## src/rtl/qte_pkg.sv

```systemverilog
// ----------------------------------------------------------------------------
// qte_pkg
// Shared types and constants for the quaternion to Euler angle pipeline.
// ----------------------------------------------------------------------------
package qte_pkg;

  // Width of the CORDIC vector datapath, wide enough for the 2^32 operands
  // times the CORDIC gain.
  localparam int CW = 40;

  // Square root chain: one result bit per cell, radicand below 2^61.
  localparam int SQRT_STEPS = 31;
  localparam int SQRT_TOP   = 60;
  localparam int SQW        = 62;

  localparam logic [31:0] HALF_PI_ACC = 32'h4000_0000;

  // Tag bits carried down a CORDIC chain.
  localparam int TAG_ZERO = 0;  // result is forced to zero
  localparam int TAG_POLE = 1;  // pitch sits exactly at the pole
  localparam int TAG_NEG  = 2;  // pitch is negated at the end

  localparam logic [31:0] ATAN_TAB [32] = '{
    32'd536870912, 32'd316933406, 32'd167458907, 32'd85004756, 32'd42667331,
    32'd21354465, 32'd10679838, 32'd5340245, 32'd2670163, 32'd1335087,
    32'd667544, 32'd333772, 32'd166886, 32'd83443, 32'd41722, 32'd20861,
    32'd10430, 32'd5215, 32'd2608, 32'd1304, 32'd652, 32'd326, 32'd163,
    32'd81, 32'd41, 32'd20, 32'd10, 32'd5, 32'd3, 32'd1, 32'd1, 32'd0
  };

  typedef logic signed [CW-1:0] cvec_t;

  typedef struct packed {
    cvec_t       x;
    cvec_t       y;
    logic [31:0] z;
    logic [2:0]  tag;
  } cordic_t;

  typedef struct packed {
    logic [SQW-1:0] v;
    logic [SQW-1:0] res;
  } sqrt_t;

endpackage

```

## src/rtl/qte_cordic_pre.sv

```systemverilog
// ----------------------------------------------------------------------------
// qte_cordic_pre
// Quadrant fold ahead of a CORDIC chain; flags the zero vector.
// ----------------------------------------------------------------------------
module qte_cordic_pre (
  input  logic             clk,
  input  logic             en,
  input  qte_pkg::cvec_t   x,
  input  qte_pkg::cvec_t   y,
  input  logic [2:0]       tag,
  output qte_pkg::cordic_t q
);

  qte_pkg::cordic_t nx;

  always_comb begin
    nx.x   = x;
    nx.y   = y;
    nx.z   = '0;
    nx.tag = tag;
    if (x == '0 && y == '0) nx.tag[qte_pkg::TAG_ZERO] = 1'b1;
    if (x < 0) begin
      if (y >= 0) begin
        nx.x = y;
        nx.y = -x;
        nx.z = qte_pkg::HALF_PI_ACC;
      end else begin
        nx.x = -y;
        nx.y = x;
        nx.z = 32'd0 - qte_pkg::HALF_PI_ACC;
      end
    end
  end

  always_ff @(posedge clk) begin
    if (en) q <= nx;
  end

endmodule

```

## config.mk

```make
export PLATFORM = sky130hd
export DESIGN_NAME = qte_cordic_pre
export DESIGN_NICKNAME = d
export VERILOG_FILES = /design/src/rtl/qte_pkg.sv /design/src/rtl/qte_cordic_pre.sv
export SDC_FILE = /design/constraint.sdc
export NUM_CORES = 1
export LEC_CHECK = 0
export BUFFER_PORTS_ARGS = -buffer_cell sky130_fd_sc_hd__buf_2
export CORE_MARGIN = 3
export CORE_UTILIZATION = 35
export CTS_BUF_LIST = sky130_fd_sc_hd__clkbuf_8
export CTS_CLUSTER_DIAMETER = 80
export DETAILED_ROUTE_END_ITERATION = 16
export GPL_ROUTABILITY_DRIVEN = 1
export PLACE_DENSITY = 0.61
export SYNTH_ARGS = -nofsm -noshare
export SYNTH_HDL_FRONTEND = slang
export SYNTH_SLANG_ARGS = --single-unit
```

## constraint.sdc

```tcl
create_clock -name clk -period 3.4 [get_ports clk]
set_clock_uncertainty 0.2 [all_clocks]
set_input_delay 0 -clock clk [delete_from_list [all_inputs] [get_ports clk]]
set_output_delay 0 -clock clk [all_outputs]
set_load 0.005 [all_outputs]
```

Word level (Yosys, flattened, before mapping):

Index checks and enable logic that the tools add are counted.

* output and inout port bits: 115
* input bits: 85
* flip-flop bits (word level): 115

* $add $sub $neg: 2
* order comparisons: 2
* muxes and demuxes: 2
* reduce and logical (&&, ||, !) cells: 3

Operators by type and width (count)
* 112-bit 2-to-1 mux: 2
* 40-bit zero test: 2
* 40-bit negation: 2
* 40-bit by 1-bit >= comparator with 1-bit output, second input constant: 1
* 40-bit by 1-bit < comparator with 1-bit output, second input constant: 1
* 1-bit logical AND: 1

Depth between registers and ports, before layout:

* depth in word-level cells: 3
* depth in mapped cells: 7
* mapped depth without buffers: 7

Least setup slack after synthesis:

No wires, ideal clock.

* path kind: input port to flip-flop
* start: in x[0]
* end: reg q[71] in the netlist's numbering (data pin)
* stages on the path: 7
* buffers on the path: 0
* arrival: 1.617 ns
* required time: 2.938 ns
* slack: 1.321 ns
* cell sequence: inv_1 -> ha_1 -> or3b_2 -> nor3_1 -> and4_1 -> a311o_1 -> nand3_1

RTL lines
* start, declared: line qte_cordic_pre.sv:8 `input qte_pkg::cvec_t x,`
* end signal, assigned: line qte_cordic_pre.sv:36 `if (en) q <= nx;`
* end, declared: line qte_cordic_pre.sv:11 `output qte_pkg::cordic_t q`

==> flow_summary.ini <==
[grt]
overflow = 0
grt_first_pass_wirelength_mm = 28.2
grt_max_degree = 87
grt.total_usage = 0.199
grt_pass1_vias = 5497
antenna_found_initial = 0

[logic_synthesis]
ys_seq_area_frac = 0.460
synth_warnings = 0
async_flop_share = 0
ys_types = 51
synth_flop_cell = edfxtp_1
netlist_instances = 588
yosysMostFrequentCell = nor2_1
synth_edf_count = 85
synth_area_leader_cell = edfxtp_1
yosys.area.top_type_share = 0.460
ys_top_cells_by_area = edfxtp_1, nor2_1, a21oi_1, xor2_1, xnor2_1
synth_common_cells = nor2_1, edfxtp_1, a21oi_1, buf_4, xor2_1
syn-cell-area_mm2 = 0.00555
syn_area_per_cell_um2 = 9.44
ys_ff_latch = 85

[layout]
reg_top3 = q (85)
drive_gt1_frac = 0.239
fillers = 1425
largest_register_ffs = 85
nets = 958
postLayoutCoreUtil = 0.518
finalNonFillerCells = 1088
syn2layout_area_growth_pct = 43.4
regMostFlops = q

[worst_setup_path]
crit_buf_inv = 3
critical_path_class = in -> reg
cp-start-kind = input pin
critical_path.endpoint_type = register
slowest_delay_ns = 0.69
crit_family = simple AND/OR/NAND/NOR gates
crit_fanout = 11
crit_chain = dlygate4sd3_1 -> buf_2 -> or4_1 -> nor4_4 -> and3_2 -> or3_1 -> a31oi_1 -> dlygate4sd3_1
crit_top_cell = dlygate4sd3_1
required_ns = 3.34
cp.arrival_ns = 3.15
critPathSlowestCell = or4_1

[sta]
setup_slack_ns = 0.185
fmaxAchievable_ghz = 0.311
fin_setup_tns_ns = 0
grt_setup_unrepaired = no
final.period_utilization = 0.945
fin_crit_ns = 3.21
worstMarginPinSlew_ns = 1.16
hold_viol_final = 0
drv_slew = 0
slew_headroom = 0.230
setup_viol = 0

[placed_design]
port_buffers = 169
placed_cells = 944
gp_congestion = 0.832
dp_hpwl_mm = 12.0
dp_slack_ns = 0.775

[clock_network]
clkTransAtPathRegs_ns = 0.10
cts_root_buf = clkbuf_8
cts_made_buffers = 9
cts_tree = done
numClockSinks = 85
h-tree-depth = 3
cts_buffer_depth = 2

[detailed_routing]
drc = 0
wl_met2_mm = 8.28
met1_length_mm = 7.92
via_count = 5589
post_drt_via_cell_ratio = 5.14
drt_wl_total_mm = 17.9
drt_iter0_markers = 395
ant_nets = 0
wl_met3_mm = 1.34
top_layer = met4
firstDrtPassIters = 5
drt-wirelength-per-cell_um = 16.4

[floorplanning]
die_x_um = 132
chipHeight_um = 132
core_mm2 = 0.0154
rows = 45
ios = 200
initial_core_util = 0.361
dieArea_mm2 = 0.0174

[job]
max_cap_violations = 0

[power_and_ir_drop]
power.total_mw = 2.73
p_leak_nw = 3.15
pwr_density_cell_mw_per_mm2 = 342
ir_worst_vdd_uv = 252

[hold_path]
hold_path.class = in -> reg

[outcome]
status = completed
[area by class of cell]
type	instances	area (µm²)	area share
Clock inverter	7	67.6	0.00849
Inverter	16	60.1	0.00755
Clock buffer	9	124	0.0156
Antenna cell	1	2.50	0.000314
Sequential cell	85	2550	0.321
Timing Repair Buffer	305	2190	0.275
Multi-Input combinational cell	454	2700	0.339
Tap cell	211	264	0.0332
[kinds of logic (layout without fill, tap and decap cells)]
family / count (synthesis) / count (layout) / synth area share
and+or+nand+nor: 217 / 217 / 0.199
AOI/OAI and AO/OA: 139 / 139 / 0.156
buffers and inverters: 78 / 337 / 0.0737
adders and majority gates: 2 / 2 / 0.00451
muxes: 7 / 7 / 0.0131
DFF: 85 / 85 / 0.460
other: 1 / 31 / 0.000676
xor gates and xnor gates: 59 / 59 / 0.0931
[where the power goes]
group | internal [mW] | total [mW] | leakage (nW) | switching, mW
Clock | 0.336 | 0.740 | 0.0980 | 0.404
Sequential | 1.28 | 1.31 | 0.833 | 0.0322
Combinational | 0.336 | 0.674 | 2.21 | 0.337
Total | 1.95 | 2.73 | 3.15 | 0.773
[stage by stage]
step | hold WS [ns] | area [µm²]
after CTS | 0.0349 | 7950
after global placement | -0.0205 | 6490
after global routing | 0.0674 | 7960
after floorplan | -0.101 | 5660
after detailed placement | -0.0181 | 6490
final | 0.0324 | 7960
[worst paths after layout]
path	to	startpoint	slack, ns	cells after the start
max	q[64]$_DFFE_PP_	x[9]	0.19	8
min	q[33]$_SDFFCE_PN0P_	x[39]	0.03	1
[per-layer routing]
layer / track usage / vias to the layer above
met5: 0 / -
met4: 0.0653 / 0
met3: 0.0489 / 24
met2: 0.322 / 237
met1: 0.263 / 2652
li1: - / 2676
[repair_timing]
| action | 4_1_cts | 5_1_grt |
|---|---|---|
| setup endpoints to repair | 0 | 2 |
| hold endpoints to repair | 83 | 0 |
| setup buffers | 0 | 0 |
| hold buffers | 127 | 0 |
| gates resized for setup | 0 | 1 |
[cell usage in the layout, fill, tap and decap left out, drive strengths merged, types with 5 or more instances in the layout]
cell type and n:
nand2 25, nor3 21, conb 30, nand4 9, mux2i 5, nand3 11, clkbuf 9, buf 178
o31ai 12, a21oi 70, o41ai 9, xor2 30, o21ai 12, a31oi 10, nor2 98, or3 7
or4 11, dlygate4sd3 127, edfxtp 85, inv 16, nor4 13, clkinv 5, xnor2 29
(Power assumes the default switching activity.)
