**config.mk**
```make
export PLATFORM = sky130hd
export DESIGN_NAME = qte_sqrt_cell
export DESIGN_NICKNAME = d
export VERILOG_FILES = /design/src/rtl/qte_pkg.sv /design/src/rtl/qte_sqrt_cell.sv
export SDC_FILE = /design/constraint.sdc
export NUM_CORES = 1
export LEC_CHECK = 0
export BUFFER_PORTS_ARGS = -buffer_cell sky130_fd_sc_hd__buf_2
export CAP_MARGIN = 30
export CELL_PAD_IN_SITES_DETAIL_PLACEMENT = 0
export CELL_PAD_IN_SITES_GLOBAL_PLACEMENT = 1
export CORE_ASPECT_RATIO = 0.8
export CORE_MARGIN = 4
export CORE_UTILIZATION = 37
export DETAILED_ROUTE_END_ITERATION = 6
export HOLD_SLACK_MARGIN = 0.03
export PLACE_DENSITY_LB_ADDON = 0.3
export SLEW_MARGIN = 0
export SYNTH_ARGS = -nofsm -noshare
export SYNTH_HDL_FRONTEND = slang
export SYNTH_SLANG_ARGS = --single-unit
```
**constraint.sdc**
```tcl
create_clock -name clk -period 7 [get_ports clk]
set_input_delay 1.75 -clock clk [delete_from_list [all_inputs] [get_ports clk]]
set_output_delay 1.75 -clock clk [all_outputs]
set_load 0.02 [all_outputs]
```
**src/rtl/qte_pkg.sv**
```systemverilog
// ----------------------------------------------------------------------------
// qte_pkg
// Shared types and constants for the quaternion to Euler angle pipeline.
// ----------------------------------------------------------------------------
package qte_pkg;

  // Width of the CORDIC vector datapath, wide enough for the 2^32 operands
  // times the CORDIC gain.
  localparam int CW = 40;

  // Square root chain: one result bit per cell, radicand below 2^61.
  localparam int SQRT_STEPS = 31;
  localparam int SQRT_TOP   = 60;
  localparam int SQW        = 62;

  localparam logic [31:0] HALF_PI_ACC = 32'h4000_0000;

  // Tag bits carried down a CORDIC chain.
  localparam int TAG_ZERO = 0;  // result is forced to zero
  localparam int TAG_POLE = 1;  // pitch sits exactly at the pole
  localparam int TAG_NEG  = 2;  // pitch is negated at the end

  localparam logic [31:0] ATAN_TAB [32] = '{
    32'd536870912, 32'd316933406, 32'd167458907, 32'd85004756, 32'd42667331,
    32'd21354465, 32'd10679838, 32'd5340245, 32'd2670163, 32'd1335087,
    32'd667544, 32'd333772, 32'd166886, 32'd83443, 32'd41722, 32'd20861,
    32'd10430, 32'd5215, 32'd2608, 32'd1304, 32'd652, 32'd326, 32'd163,
    32'd81, 32'd41, 32'd20, 32'd10, 32'd5, 32'd3, 32'd1, 32'd1, 32'd0
  };

  typedef logic signed [CW-1:0] cvec_t;

  typedef struct packed {
    cvec_t       x;
    cvec_t       y;
    logic [31:0] z;
    logic [2:0]  tag;
  } cordic_t;

  typedef struct packed {
    logic [SQW-1:0] v;
    logic [SQW-1:0] res;
  } sqrt_t;

endpackage

```
**src/rtl/qte_sqrt_cell.sv**
```systemverilog
// ----------------------------------------------------------------------------
// qte_sqrt_cell
// One digit of a restoring integer square root, registered.
// ----------------------------------------------------------------------------
module qte_sqrt_cell #(
  parameter int SHIFT = 0
) (
  input  logic            clk,
  input  logic            en,
  input  qte_pkg::sqrt_t  d,
  output qte_pkg::sqrt_t  q
);

  localparam logic [qte_pkg::SQW-1:0] BIT = qte_pkg::SQW'(1) << SHIFT;

  logic [qte_pkg::SQW-1:0] trial;
  qte_pkg::sqrt_t          nx;

  always_comb begin
    trial = d.res + BIT;
    if (d.v >= trial) begin
      nx.v   = d.v - trial;
      nx.res = (d.res >> 1) + BIT;
    end else begin
      nx.v   = d.v;
      nx.res = d.res >> 1;
    end
  end

  always_ff @(posedge clk) begin
    if (en) q <= nx;
  end

endmodule

```
* After elaboration in Yosys (flattened, before gate mapping)
Cells that the tools add are included.
** Operators by class
- $lt $le $gt $ge :: 1
- Multiplexer cells :: 1
- $add $sub $neg :: 3
** Operator list (count)
- two-way mux 124 bit :: 1
- adder 61 x 1 -> 62 bit (second input constant) :: 1
- adder 62 x 1 -> 62 bit (second input constant) :: 1
- >= comparator 62 bit :: 1
- subtractor 62 bit :: 1
** Word-level totals
- Bits in registers :: 124
- Output and inout bits :: 124

* Logic depth before layout (Yosys ltp)
- Word-level depth :: 3
- Mapped depth :: 25
- Gate-level depth less buffers :: 20

* Least setup slack after synthesis
OpenSTA, ideal clock, no wires.
- Path kind :: input -> register
- From :: input d[7] in the netlist's numbering
- To :: register q[31] in the netlist's numbering (data pin)
- Slack :: 0.309 ns
- Required time :: 6.734 ns
- Data arrival time :: 6.426 ns
- Path buffers :: 3
- Library setup time :: 0.266 ns
- Stages on the path :: 21
- Path through :: clkbuf_1 and3_1 nand2_1 nor2_1 nand2_1 or3_1 or3_1 nor2_1 nand3_1 xnor2_1 ha_1 and3_1 nand2_1 or4_4 or3_4 a31o_1 buf_6 or3_4 buf_6 nor4_4 xor2_1
** RTL lines
- start: declaration :: RTL line qte_sqrt_cell.sv:10 : input qte_pkg::sqrt_t d,
- end signal: assignment :: RTL line qte_sqrt_cell.sv:31 : if (en) q <= nx;
- end: declaration :: RTL line qte_sqrt_cell.sv:11 : output qte_pkg::sqrt_t q

==> qor.csv <==
stage;metric;value;unit
power;ir_drop;0.1707;mV
layout;utilization;0.4741;
layout;largest_reg_flops;124;
die;initial_core_util;0.3797;
layout;nets;1684;
route;ant_nets;0;
power;cellPowerDensity;210.6;nW/µm²
layout;design_area;13100;µm²
die;die_h;158.6;µm
power;power_leakage;5.298;nW
layout;final_cell_mix;buf_2, nor2_1, nand2_1, edfxtp_1, a21oi_1;
synth;synth_area;10490;µm²
worst_hold_path;hold_path.class;in -> reg;
clocking;hold_buffers;0;
grt;antenna_found_initial;6;
synth;netlist_instances;1216;
timing;drv_slew;0;
synth;synth_compound_area_frac;0.1630;
power;clockPowerShare;0.339;
grt;grt_pass1_vias;10010;
clocking;cts-root-buf;clkbuf_16;
power;seqPwrFrac;0.345;
route;drt_iter0_markers;1016;
worst_hold_path;hold_depth;3;
timing;rsz0062_at_grt;false;
synth;synth.distinct_cells;68;
worst_hold_path;holdPathEnd;q[70];
clocking;path_clk_slew;70;ps
placed_design;place_hpwl;32640;µm
power;switching_share;0.3473;
clocking;clkSinkCount;124;
synth;synth-seq-cells;124;
die;die-area;31140;µm²
placed_design;post-place-ws;145.8;ps
worst_setup_path;startpoint_type;input port;
timing;post-route-period-util;0.9328;
grt;grt_max_degree;50;
timing;hold_violations;0;
timing;relSlewSlack;0.4858;
outcome;status;completed;
die;pin_count;250;
grt;overflow;0;
power;power_frac_comb;0.316;
timing;tightest_slew;766.7;ps
route;drc;0;
die;rows;54;
clocking;cts_buffers;17;
route;dr_total_vias;10470;
worst_setup_path;arrival;6800;ps
worst_hold_path;hp-start;d[70];
placed_design;place.gp.congestion;0.9606;
synth;yosys.area_share.simple;0.2218;
clocking;cts_resized;0;
synth;synth-edff-count;124;
die;core-area;27630;µm²
placed_design;postPlaceCellArea;12500;µm²
worst_setup_path;worstSetupStartpoint;d[31];
synth;yosys_warnings;0;
die;die_w;196.3;µm
grt;grt_usage;0.2525;
synth;synth_top_family_by_area;simple AND/OR/NAND/NOR gates;
timing;tns;0;ps
synth;synth.avg_cell_area;8.630;µm²
synth;synthFlopType;edfxtp_1;
worst_setup_path;worst-setup-path-type;in -> reg;
route;drt_pass1_iterations;5;
clocking;htree_levels;4;
layout;reg_top3;q (124);
timing;period_needed;6529;ps
job;cap_violations;0;
worst_setup_path;cp_max_fo;5;
clocking;clockBufferDepth;2;
synth;synth_xor_area_frac;0.1477;
layout;final_common_cell;buf_2;
power;intPower;1.801;mW
synth;synthesis.nets;1407;
route;drt_wl_total;40470;µm
layout;drive_above_1_share;0.2457;
synth;synthMuxAreaShare;0;
timing;finalSetupViolCount;0;
route;wire_per_inst;21.62;µm
clocking;post-cts-setup-buffers;0;
worst_setup_path;end_kind;flip-flop;
grt;grt_pass1_wl;60030;µm
power;switching_power;0.9582;mW
layout;top_register;q;
worst_setup_path;worstPathRequired;7270;ps
timing;fmax;153.2;MHz
timing;timing.final.ws_setup;470.6;ps
synth;synth-adder-area-share;0.07822;
layout;synthToLayoutAreaGrowth;24.86;%
route;vias_per_cell;5.595;
placed_design;io_buffers;249;
synth;seq_area_frac_synth;0.3548;
clocking;cts_tree;done;
synth;synthArstFlopShare;0;
## power groups by stage
stage | clock network, mW | registers [mW] | logic [mW]
2_1_floorplan | 0 | 1.07 | 0.423
3_3_place_gp | 0 | 0.967 | 0.860
3_5_place_dp | 0 | 0.966 | 0.859
4_1_cts | 0.950 | 0.953 | 0.866
5_1_grt | 0.987 | 0.959 | 0.947
6_report | 0.936 | 0.952 | 0.872
## cells in the mapped netlist, types with 6 or more instances
| cell | n | share of area |
|---|---|---|
| nor2_1 | 140 | 0.050 |
| nand2_1 | 139 | 0.050 |
| edfxtp_1 | 124 | 0.35 |
| a21oi_1 | 117 | 0.056 |
| xnor2_1 | 92 | 0.077 |
| xor2_1 | 85 | 0.071 |
| ha_1 | 64 | 0.076 |
| o21ai_0 | 57 | 0.027 |
| nand4_1 | 46 | 0.027 |
| nand3_1 | 40 | 0.019 |
| clkbuf_1 | 31 | 0.011 |
| nor3_1 | 29 | 0.014 |
| inv_1 | 24 | 0.0086 |
| a21o_1 | 23 | 0.016 |
| and3_1 | 21 | 0.013 |
| buf_2 | 19 | 0.0091 |
| o21bai_1 | 15 | 0.011 |
| a211oi_1 | 12 | 0.0086 |
| nor4_1 | 11 | 0.0066 |
| o31ai_1 | 8 | 0.0057 |
| and2_1 | 7 | 0.0042 |
| and4_1 | 7 | 0.0058 |
| nand2b_1 | 7 | 0.0042 |
| a31oi_1 | 6 | 0.0036 |
| buf_1 | 6 | 0.0021 |
| nor2b_1 | 6 | 0.0036 |
| or2_2 | 6 | 0.0036 |
| or3_1 | 6 | 0.0036 |
## how the worst max path moves through the flow
stage,to,cells after the start
detailed placement,q[45],20
global route,q[45],20
finish,q[45],20
floorplan,q[31],21
global placement,q[49],20
CTS,q[45],20
## kinds of logic (layout without fill, tap and decap cells)
logic type | Yosys count | after routing
AOI/OAI and AO/OA | 282 | 282
xor gates and xnor gates | 177 | 177
and+or+nand+nor | 484 | 484
DFF | 124 | 124
adders and majority gates | 65 | 65
buffers and inverters | 84 | 374
other | 0 | 2
## cell type report
type                            instances  area, µm²
Inverter                               25      93.84
Fill cell                            2782      14530
Tap cell                              364      455.4
Timing Repair Buffer                  317       1804
Clock buffer                           18      429.2
Multi-Input combinational cell       1008       6421
Antenna cell                            2      5.005
Clock inverter                         14      170.2
Sequential cell                       124       3724
## critical path: stages
cell and delay, ps:
buf_2 140, and3_1 250, nand4_1 170, nor3_1 290, nand4_1 170, nor4_1 330, nand2_1 180, nor2_1 240
nor4bb_1 390, nand2_1 120, xor2_1 160, ha_1 290, and3_1 190, nand2_1 60, or4_4 520, or3_4 370
a31o_1 280, or4_4 510, nor2_1 140, xor2_1 210
## per-layer routing
layer  GRT usage  vias to the layer above  routed length [µm]
met5           0                        -                  48
met4     0.07245                        8                 953
met3     0.05923                       64                3421
met2      0.3721                      476               16970
met1      0.3700                     4944               19080
li1            -                     4981                   -
## metrics by stage
step,std cells,total power [mW],hold WS (ps)
after floorplan,1216,1.496,1863
after global placement,1837,1.827,2057
after detailed placement,1838,1.826,2062
after CTS,1870,2.768,1604
final,1872,2.759,1619
after global routing,1871,2.892,1627
No activity file was read; power rests on OpenSTA's default activity.
